==> src/rtl/emr_pkg.sv <==
package emr_pkg;

  // Field and accumulator widths.
  localparam int unsigned E_W    = 24;
  localparam int unsigned CNT_W  = 11;
  localparam int unsigned SUM_W  = 34;
  localparam int unsigned SQS_W  = 58;
  localparam int unsigned PROD_W = 2 * E_W;

  // Shared adder width covers n * sum_sq and sum * sum (both below 2**69).
  localparam int unsigned ALU_W  = 70;
  localparam int unsigned ROOT_W = ALU_W / 2;
  localparam int unsigned STEP_W = 6;

  localparam int unsigned MAX_PARTICLES = 1024;

  localparam logic [E_W-1:0] REST_ENERGY_RESET = E_W'(511);

endpackage

==> src/rtl/energy_mean_and_rms.sv <==
// Channel   Direction  Handshake                  Payload
// input     in         in_valid_i / in_stall_o    total_energy_i, last_item_i
// output    out        out_valid_o / out_stall_i  mean_energy_o, rms_spread_o, set_size_o
// config    in         cfg_we_i                   cfg_wdata_i (rest energy)
//
// An item that is not last is accepted, squared and accumulated in turn.
// A last item then runs on one shared 70-bit add/subtract unit: the squared sum,
// count times square sum, one subtract, 35 square root steps and two 35-step
// divisions by the count, and finally the load of the result register.
// A new item is taken while a result waits; a stalled result holds back the next load, and the input with it.
// Reset sets the rest energy to 511 keV and clears count and both sums.
module energy_mean_and_rms (
  input  logic                      clk_i,
  input  logic                      rst_ni,
  input  logic                      cfg_we_i,
  input  logic [emr_pkg::E_W-1:0]   cfg_wdata_i,
  input  logic                      in_valid_i,
  output logic                      in_stall_o,
  input  logic [emr_pkg::E_W-1:0]   total_energy_i,
  input  logic                      last_item_i,
  output logic                      out_valid_o,
  input  logic                      out_stall_i,
  output logic [emr_pkg::E_W-1:0]   mean_energy_o,
  output logic [emr_pkg::E_W-1:0]   rms_spread_o,
  output logic [emr_pkg::CNT_W-1:0] set_size_o
);
  import emr_pkg::*;

  localparam logic [3:0] ST_IDLE = 4'd0;
  localparam logic [3:0] ST_MUL  = 4'd1;
  localparam logic [3:0] ST_ACC  = 4'd2;
  localparam logic [3:0] ST_SS   = 4'd3;
  localparam logic [3:0] ST_NQ   = 4'd4;
  localparam logic [3:0] ST_SUB  = 4'd5;
  localparam logic [3:0] ST_SQRT = 4'd6;
  localparam logic [3:0] ST_DIVM = 4'd7;
  localparam logic [3:0] ST_DIVR = 4'd8;
  localparam logic [3:0] ST_OUT  = 4'd9;

  logic [3:0]        state_q, state_d;
  logic [E_W-1:0]    rest_q;
  logic [CNT_W-1:0]  cnt_q;
  logic [SUM_W-1:0]  sum_q;
  logic [SQS_W-1:0]  sqs_q;
  logic              out_valid_q;

  logic [E_W-1:0]    kin_q;
  logic              last_q;
  logic [PROD_W-1:0] prod_q;
  logic [ALU_W-1:0]  a_q;
  logic [ALU_W-1:0]  p_q;
  logic [ROOT_W-1:0] root_q;
  logic [ROOT_W-1:0] x_q;
  logic [CNT_W-1:0]  rm_q;
  logic [STEP_W-1:0] step_q;
  logic [E_W-1:0]    mean_q;
  logic [E_W-1:0]    rms_q;
  logic [E_W-1:0]    mean_out_q;
  logic [E_W-1:0]    rms_out_q;
  logic [CNT_W-1:0]  size_out_q;

  logic              in_accept;
  logic              step_last;
  logic [E_W:0]      kin_diff;
  logic [E_W-1:0]    kin;
  logic [ALU_W-1:0]  alu_a;
  logic [ALU_W-1:0]  alu_b;
  logic              alu_sub;
  logic [ALU_W:0]    alu_sum;
  logic              alu_ge;
  logic [ALU_W-1:0]  rem_sh;
  logic [ROOT_W-1:0] x_next;
  logic              out_free;

  assign in_stall_o    = (state_q != ST_IDLE);
  assign in_accept     = in_valid_i && !in_stall_o;
  assign out_valid_o   = out_valid_q;
  assign mean_energy_o = mean_out_q;
  assign rms_spread_o  = rms_out_q;
  assign set_size_o    = size_out_q;
  assign out_free      = !out_valid_q || !out_stall_i;
  assign step_last     = (step_q == '0);

  // Kinetic energy saturates to zero when the total is below the rest energy.
  assign kin_diff = {1'b0, total_energy_i} - {1'b0, rest_q};
  assign kin      = kin_diff[E_W] ? '0 : kin_diff[E_W-1:0];

  // The square root brings down two bits of the difference per step.
  assign rem_sh = {p_q[ALU_W-3:0], a_q[ALU_W-1 -: 2]};

  // Shared add/subtract unit; on a subtract the carry out means a >= b.
  always_comb begin
    alu_a   = '0;
    alu_b   = '0;
    alu_sub = 1'b0;
    case (state_q)
      ST_SS: begin
        alu_a = {p_q[ALU_W-2:0], 1'b0};
        alu_b = sum_q[step_q] ? ALU_W'(sum_q) : '0;
      end
      ST_NQ: begin
        alu_a = {a_q[ALU_W-2:0], 1'b0};
        alu_b = cnt_q[step_q[3:0]] ? ALU_W'(sqs_q) : '0;
      end
      ST_SUB: begin
        alu_a   = a_q;
        alu_b   = p_q;
        alu_sub = 1'b1;
      end
      ST_SQRT: begin
        alu_a   = rem_sh;
        alu_b   = ALU_W'({root_q, 2'b01});
        alu_sub = 1'b1;
      end
      ST_DIVM, ST_DIVR: begin
        alu_a   = ALU_W'({rm_q, x_q[ROOT_W-1]});
        alu_b   = ALU_W'(cnt_q);
        alu_sub = 1'b1;
      end
      default: begin
        alu_sub = 1'b0;
      end
    endcase
  end

  assign alu_sum = {1'b0, alu_a} + {1'b0, alu_sub ? ~alu_b : alu_b} + (ALU_W+1)'(alu_sub);
  assign alu_ge  = alu_sum[ALU_W];
  assign x_next  = {x_q[ROOT_W-2:0], alu_ge};

  always_comb begin
    state_d = state_q;
    case (state_q)
      ST_IDLE: if (in_accept) state_d = ST_MUL;
      ST_MUL:  state_d = ST_ACC;
      ST_ACC:  state_d = last_q ? ST_SS : ST_IDLE;
      ST_SS:   if (step_last) state_d = ST_NQ;
      ST_NQ:   if (step_last) state_d = ST_SUB;
      ST_SUB:  state_d = ST_SQRT;
      ST_SQRT: if (step_last) state_d = ST_DIVM;
      ST_DIVM: if (step_last) state_d = ST_DIVR;
      ST_DIVR: if (step_last) state_d = ST_OUT;
      ST_OUT:  if (out_free) state_d = ST_IDLE;
      default: state_d = ST_IDLE;
    endcase
  end

  always_ff @(posedge clk_i or negedge rst_ni) begin
    if (!rst_ni) begin
      state_q     <= ST_IDLE;
      rest_q      <= REST_ENERGY_RESET;
      cnt_q       <= '0;
      sum_q       <= '0;
      sqs_q       <= '0;
      out_valid_q <= 1'b0;
    end else begin
      state_q <= state_d;
      if (cfg_we_i) begin
        rest_q <= cfg_wdata_i;
      end
      if (state_q == ST_ACC && cnt_q < CNT_W'(MAX_PARTICLES)) begin
        cnt_q <= cnt_q + CNT_W'(1);
        sum_q <= sum_q + SUM_W'(kin_q);
        sqs_q <= sqs_q + SQS_W'(prod_q);
      end else if (state_q == ST_OUT && out_free) begin
        cnt_q <= '0;
        sum_q <= '0;
        sqs_q <= '0;
      end
      if (state_q == ST_OUT && out_free) begin
        out_valid_q <= 1'b1;
      end else if (!out_stall_i) begin
        out_valid_q <= 1'b0;
      end
    end
  end

  always_ff @(posedge clk_i) begin
    if (in_accept) begin
      kin_q  <= kin;
      last_q <= last_item_i;
    end
    case (state_q)
      ST_MUL: begin
        prod_q <= kin_q * kin_q;
      end
      ST_ACC: begin
        p_q    <= '0;
        step_q <= STEP_W'(SUM_W - 1);
      end
      ST_SS: begin
        p_q    <= alu_sum[ALU_W-1:0];
        step_q <= step_q - STEP_W'(1);
        if (step_last) begin
          a_q    <= '0;
          step_q <= STEP_W'(CNT_W - 1);
        end
      end
      ST_NQ: begin
        a_q    <= alu_sum[ALU_W-1:0];
        step_q <= step_q - STEP_W'(1);
      end
      ST_SUB: begin
        // A negative difference cannot arise, but it would report zero spread.
        a_q    <= alu_ge ? alu_sum[ALU_W-1:0] : '0;
        p_q    <= '0;
        root_q <= '0;
        step_q <= STEP_W'(ROOT_W - 1);
      end
      ST_SQRT: begin
        p_q    <= alu_ge ? alu_sum[ALU_W-1:0] : rem_sh;
        root_q <= {root_q[ROOT_W-2:0], alu_ge};
        a_q    <= {a_q[ALU_W-3:0], 2'b00};
        step_q <= step_q - STEP_W'(1);
        if (step_last) begin
          x_q    <= ROOT_W'(sum_q);
          rm_q   <= '0;
          step_q <= STEP_W'(ROOT_W - 1);
        end
      end
      ST_DIVM: begin
        x_q    <= x_next;
        rm_q   <= alu_ge ? alu_sum[CNT_W-1:0] : {rm_q[CNT_W-2:0], x_q[ROOT_W-1]};
        step_q <= step_q - STEP_W'(1);
        if (step_last) begin
          mean_q <= x_next[E_W-1:0];
          x_q    <= root_q;
          rm_q   <= '0;
          step_q <= STEP_W'(ROOT_W - 1);
        end
      end
      ST_DIVR: begin
        x_q    <= x_next;
        rm_q   <= alu_ge ? alu_sum[CNT_W-1:0] : {rm_q[CNT_W-2:0], x_q[ROOT_W-1]};
        step_q <= step_q - STEP_W'(1);
        if (step_last) begin
          rms_q <= x_next[E_W-1:0];
        end
      end
      ST_OUT: begin
        if (out_free) begin
          mean_out_q <= mean_q;
          rms_out_q  <= rms_q;
          size_out_q <= cnt_q;
        end
      end
      default: begin
        step_q <= step_q;
      end
    endcase
  end

  a_count_bound: assert property (@(posedge clk_i) disable iff (!rst_ni)
    cnt_q <= CNT_W'(MAX_PARTICLES))
    else $error("item count beyond the set limit");

  a_nonempty_set: assert property (@(posedge clk_i) disable iff (!rst_ni)
    (state_q == ST_SS) |-> (cnt_q != '0))
    else $error("set closed with no items counted");

  a_sqrt_rem_bound: assert property (@(posedge clk_i) disable iff (!rst_ni)
    (state_q == ST_SQRT) |-> (p_q[ALU_W-1:ROOT_W+2] == '0))
    else $error("square root remainder out of range");

  a_result_source: assert property (@(posedge clk_i) disable iff (!rst_ni)
    $rose(out_valid_q) |-> ($past(state_q) == ST_OUT))
    else $error("result shown without a finished set");

  a_last_closes: assert property (@(posedge clk_i) disable iff (!rst_ni)
    (state_q == ST_ACC && last_q) |=> (state_q == ST_SS))
    else $error("last item did not start the final computation");

endmodule
==> config.mk <==
export PLATFORM = sky130hd
export DESIGN_NAME = energy_mean_and_rms
export DESIGN_NICKNAME = d
export VERILOG_FILES = /design/src/rtl/emr_pkg.sv /design/src/rtl/energy_mean_and_rms.sv
export SDC_FILE = /design/constraint.sdc
export NUM_CORES = 2
export LEC_CHECK = 0
export ABC_AREA = 1
export BUFFER_PORTS_ARGS = -buffer_cell sky130_fd_sc_hd__clkbuf_2
export CELL_PAD_IN_SITES_DETAIL_PLACEMENT = 1
export CELL_PAD_IN_SITES_GLOBAL_PLACEMENT = 1
export CORE_MARGIN = 5
export CORE_UTILIZATION = 45
export CTS_CLUSTER_SIZE = 30
export DETAILED_ROUTE_END_ITERATION = 16
export PLACE_DENSITY_LB_ADDON = 0.1
export SETUP_SLACK_MARGIN = 0.2
export SLEW_MARGIN = 10
export SYNTH_ARGS = -nofsm -noshare
export SYNTH_HDL_FRONTEND = slang
export SYNTH_SLANG_ARGS = --single-unit
==> constraint.sdc <==
create_clock -name clk_i -period 6.7 [get_ports clk_i]
set_input_delay 0.335 -clock clk_i [delete_from_list [all_inputs] [get_ports clk_i]]
set_output_delay 0.335 -clock clk_i [all_outputs]
set_load 0.005 [all_outputs]
# Word-level counts from Yosys, hierarchy flattened
# Cells that the tools add are included.
[classes]
n_reduce_logical = 27
muxes = 43
magnitude_cmp = 3
eq_ne = 17
multipliers = 1
bitwise_logic = 1
n_addsub = 7
[ops]
columns = ["operator", "count"]
rows = [
  ["one-hot mux 70 bit (5 select lines)", 2],
  ["2-to-1 mux 70 bit", 4],
  ["one-hot mux 70 bit (4 select lines)", 1],
  ["one-hot mux 70 bit (3 select lines)", 1],
  ["2-to-1 mux 58 bit", 3],
  ["one-hot mux 35 bit (3 select lines)", 1],
  ["2-to-1 mux 34 bit", 3],
  ["adder 70 x 70 -> 71 bit", 1],
  ["adder 71 x 1 -> 71 bit", 1],
  ["2-to-1 mux 35 bit", 2],
  ["inverter 70 bit", 1],
  ["one-hot mux 35 bit (2 select lines)", 1],
  ["adder 58 x 48 -> 58 bit", 1],
  ["2-to-1 mux 11 bit", 5],
  ["multiplier 24 x 24 -> 48 bit", 1],
  ["one-hot mux 4 bit (10 select lines)", 1],
  ["adder 34 x 24 -> 34 bit", 1],
  ["one-hot mux 11 bit (3 select lines)", 1],
  ["one-hot mux 6 bit (5 select lines)", 1],
  ["2-to-1 mux 4 bit", 7],
  ["subtractor 24 x 24 -> 25 bit", 1],
  ["equality test 4 x 3 -> 1 bit, second input constant", 4],
  ["!= test 2 bit, second input constant", 7],
  ["2-to-1 mux 6 bit", 2],
  ["other kinds (26)", 46],
]
[word_totals]
ff_bits = 539
in_bits = 54
out_inout_bits = 61
wordCells = 119

# Longest topological paths before layout
[logic_depth]
depth_word = 11
mapped_depth = 36

# Least setup slack after synthesis
# OpenSTA, ideal clock, no wires.
[synth_timing]
path_kind = "flip-flop to flip-flop"
startpoint = "register kin_q[2]"
endpoint = "register prod_q[43], data pin"
synth_period_minus_slack_ns = 6.645
t_arrival_ns = 6.385
setup_slack_ns = 0.055
path_stages_with_launch = 30
path_cell_list = "edfxtp_1 -> clkbuf_1 -> nand2_1 -> fa_1 -> inv_1 -> fa_1 -> inv_1 -> fa_1 -> inv_1 -> fa_1 -> inv_1 -> fa_1 -> inv_1 -> fa_1 -> inv_1 -> fa_1 -> inv_1 -> ha_1 -> a21oi_1 -> o21ai_0 -> nor2_1 -> o21ai_0 -> a21oi_1 -> o21ai_0 -> nand2_1 -> nand2_1 -> a21o_1 -> nand3_1 -> nand2_1 -> xor2_1"
[synth_between]
elab_chain_len = 1
[synth_lines]
columns = ["item", "line_no", "rtl"]
rows = [
  ["from (decl)", "energy_mean_and_rms.sv:47", "logic [E_W-1:0] kin_q;"],
  ["from (signal assigned)", "energy_mean_and_rms.sv:179", "kin_q <= kin;"],
  ["multiplier 24 x 24 -> 48 bit", "energy_mean_and_rms.sv:184", "prod_q <= kin_q * kin_q;"],
  ["to (signal assigned)", "energy_mean_and_rms.sv:184", ""],
  ["to (decl)", "energy_mean_and_rms.sv:49", "logic [PROD_W-1:0] prod_q;"],
]
# No other way between the ends.
# A chain may end at the register's enable or synchronous reset.

# Final worst setup path
[layout_timing]
startpoint = "register kin_q[6]"
endpoint = "register prod_q[43], data pin"
# Same word-level chain as after synthesis.

==> flow_metrics.env <==
export IMPL_fp_dieH_um=345
export IMPL_max_stage_delay_ns=0.59
export IMPL_ys_flop_type="edfxtp_1"
export IMPL_ys_seq_area_frac=0.307
export IMPL_grt_max_degree=76
export IMPL_critPathKind="reg2reg"
export IMPL_synth_async_reset_ratio=0.245
export IMPL_cts_sinks=538
export IMPL_htreeDepth=3
export IMPL_cp_start_kind="flop"
export IMPL_num_antenna_cells=0
export IMPL_drv_slew=0
export IMPL_placed_area_um2=54500
export IMPL_cts_buffers=68
export IMPL_skew_ns=0.0698
export IMPL_place_detailed_hpwl_mm=138
export IMPL_antenna_found_initial=2
export IMPL_fin_crit_ns=6.85
export IMPL_worst_slack_ns=-0.148
export IMPL_cts_path_max_buffers=3
export IMPL_initial_utilization=0.451
export IMPL_dr_total_vias=45222
export IMPL_required_ns=7.06
export IMPL_grt_pass1_vias=49091
export IMPL_cp_buffers_inverters=6
export IMPL_worst_slew_pin_slew_ns=1.06
export IMPL_drt_iter0_drc=3068
export IMPL_syn_mean_instance_area_um2=8.24
export IMPL_viasPerCell=5.59
export IMPL_setup_viol=9
export IMPL_nNetsFinal=7359
export IMPL_wl_met2_mm=88.9
export IMPL_wl_met1_mm=77.3
export IMPL_path_max_fanout=7
export IMPL_design_area_um2=59100
export IMPL_crit_path_top_delay_cell="fa_2"
export IMPL_numPortBuffers=114
export IMPL_ios=115
export IMPL_netlist_top_cells_area="edfxtp_1 (24%), fa_1 (17%), inv_1 (10%)"
export IMPL_worstSetupEndpointType="flop"
export IMPL_dr_pass1_iters=5
export IMPL_wl_per_cell_um=22.4
export IMPL_fin_tns_setup_ns=-0.902
export IMPL_max_cap_viol_count=0
export IMPL_grt_pass1_wl_mm=280
export IMPL_yosysTopAreaCell="edfxtp_1"
export IMPL_routed_wl_mm=181
export IMPL_timing_final_crit_share=1.02
export IMPL_ys_warn_count=0
export IMPL_rsz0062_at_grt="yes"
export IMPL_n_fill_cell=13466
export IMPL_outcome="finished, violations left"
export IMPL_synth_seq_cells=538
export IMPL_highest_layer="met5"
export IMPL_hold_violations=0
export IMPL_path_common_cell="fa_1"
export IMPL_crit_family="adder cells"
export IMPL_remaining_drc_errors=0
export IMPL_cts_root_buf="clkbuf_16"
export IMPL_final_layout_size_suffix_gt1_frac=0.135
export IMPL_postRouteAntennaNets=0
export IMPL_synth_area_um2=50500
export IMPL_dieArea_um2=119000
export IMPL_worst_ep_arrival_time_ns=7.20
export IMPL_core_um2=112000
export IMPL_hp_class="in2reg"
export IMPL_clk_pin_slew_worst_paths_ns=0.06
export IMPL_gp_congestion=0.913
export IMPL_synth_top_cells_by_count="inv_1 (1351), nand2_1 (1098), o21ai_0 (442)"
export IMPL_synth_top_cell_area_share=0.241
export IMPL_track_usage=0.294
export IMPL_yosysMostFrequentCell="inv_1"
export IMPL_area_growth_pct=17.1
export IMPL_relSlewSlack=0.293
export IMPL_fmax_mhz=146
export IMPL_r2r_setup_slack_ns=-0.15
export IMPL_routed_wl_met3_mm=8.67
export IMPL_rows=123
export IMPL_die_w_um=345
export IMPL_clock_latency_ns=0.67
export IMPL_synth_cells=6129
export IMPL_synth_nets=6952
export IMPL_grt_ovfl_total=0
export IMPL_synth_cell_types=66
export IMPL_violations="negative setup slack"
export IMPL_cts_tree="built"
export IMPL_synth_edf_count=406
-- routing by layer --
metal  vias up  track usage
li1      20663            -
met1     22919        0.385
met2      1296        0.511
met3       342       0.0331
met4         2       0.0955
met5         -            0
-- sequential cells by signal (all words and copies together), names as in the netlist --
register	cells
rms_q	24
out_valid_o	1
sqs_q	58
p_q	70
last_q	1
root_q	35
mean_q	24
cnt_q	11
rm_q	11
a_q	70
prod_q	47
rms_spread_o	24
set_size_o	11
kin_q	24
rest_q	24
step_q	6
x_q	35
state_q	4
mean_energy_o	24
sum_q	34
-- final cells by class --
cell class | count | area [um2] | area share
multi-input combinational | 4025 | 30100 | 0.510
sequential | 538 | 15500 | 0.262
inverter | 1369 | 5150 | 0.0871
timing repair buffer | 534 | 4190 | 0.0708
clock buffer | 100 | 1890 | 0.0320
tap | 1500 | 1880 | 0.0317
clock inverter | 26 | 380 | 0.00643
-- worst register-to-register path: stages, from the launching register on --
cell	delay [ns]
edfxtp_1	0.51
buf_6	0.20
buf_12	0.13
nand2_4	0.05
fa_1	0.51
inv_2	0.06
fa_1	0.55
inv_2	0.06
fa_1	0.48
fa_2	0.59
inv_2	0.04
fa_2	0.56
fa_1	0.44
fa_1	0.51
ha_4	0.36
nand2_4	0.09
nor2_4	0.19
nand2_4	0.10
nor2_4	0.15
a21oi_2	0.08
buf_4	0.15
o21ai_4	0.18
nand2_2	0.08
nand2_2	0.11
a21o_1	0.16
nand3_1	0.07
nand2_1	0.08
xor2_1	0.06
-- layout by cell type (no fill, tap or decap), types with 20 or more instances in the layout --
master	n
a21oi_1	323
xnor2_1	75
edfxtp_1	406
nor3_1	32
o22ai_1	138
xor2_1	95
a31oi_1	78
dfrtp_1	123
nand2_1	1049
buf_6	54
ha_1	325
buf_4	323
o2111ai_1	20
clkbuf_1	25
o21ai_1	30
inv_2	54
dlygate4sd3_1	27
clkbuf_16	69
o21a_1	24
a21oi_2	27
nor2_1	414
nand2_2	49
fa_1	407
nand3_1	130
o21ai_0	431
inv_1	1310
o211ai_1	53
a221oi_1	54
clkbuf_2	113
-- logic make-up after synthesis --
kind of cell | count (synthesis) | share of synthesized area
AND/OR/NAND/NOR | 1785 | 0.142
multiplexers | 2 | 0.000421
adder cells (fa/ha/maj) | 769 | 0.254
buffers and inverters | 1566 | 0.117
flip-flops | 538 | 0.307
AO/OA/AOI/OAI | 1294 | 0.149
XOR/XNOR | 175 | 0.0306
-- repair_timing --
| action | 4_1_cts | 5_1_grt |
|---|---|---|
| gates resized for setup | 147 | 188 |
| pin swaps | 63 | 99 |
| endpoints found under the hold margin | 92 | 0 |
| buffers inserted | 58 | 42 |
| gates cloned | 0 | 1 |
| setup endpoints to repair | 23 | 33 |
| hold buffers | 27 | 0 |
-- worst paths after layout --
kind / from / end / depth (start not counted)
setup reg to reg: kin_q[6]$_SDFFCE_PN0P_ / prod_q[43]$_DFFE_PP_ / 27
hold reg to reg: rms_q[0]$_DFFE_PP_ / rms_spread_o[0]$_DFFE_PP_ / 0
max in group asynchronous: rst_ni / rest_q[14]$_DFFE_PN0P_ / 3
min in group asynchronous: rst_ni / sqs_q[56]$_DFFE_PN0P_ / 2
hold / removal: total_energy_i[22] / kin_q[22]$_SDFFCE_PN0P_ / 4
setup / recovery: kin_q[6]$_SDFFCE_PN0P_ / prod_q[43]$_DFFE_PP_ / 27
-- through the flow --
step	utilization	setup slack [ns]	hold slack (ns)	instances
after floorplan	-	0.198	0.0394	6129
after global placement	0.486	-0.102	0.397	7838
after detailed placement	0.486	-0.291	0.402	7838
after CTS	0.518	0.0532	0.217	8049
after global routing	0.528	-0.326	0.264	8092
final	0.528	-0.148	0.236	8092
Power is not shown: default switching activity piles up to over one toggle a cycle in this logic, so the estimate is an artifact.
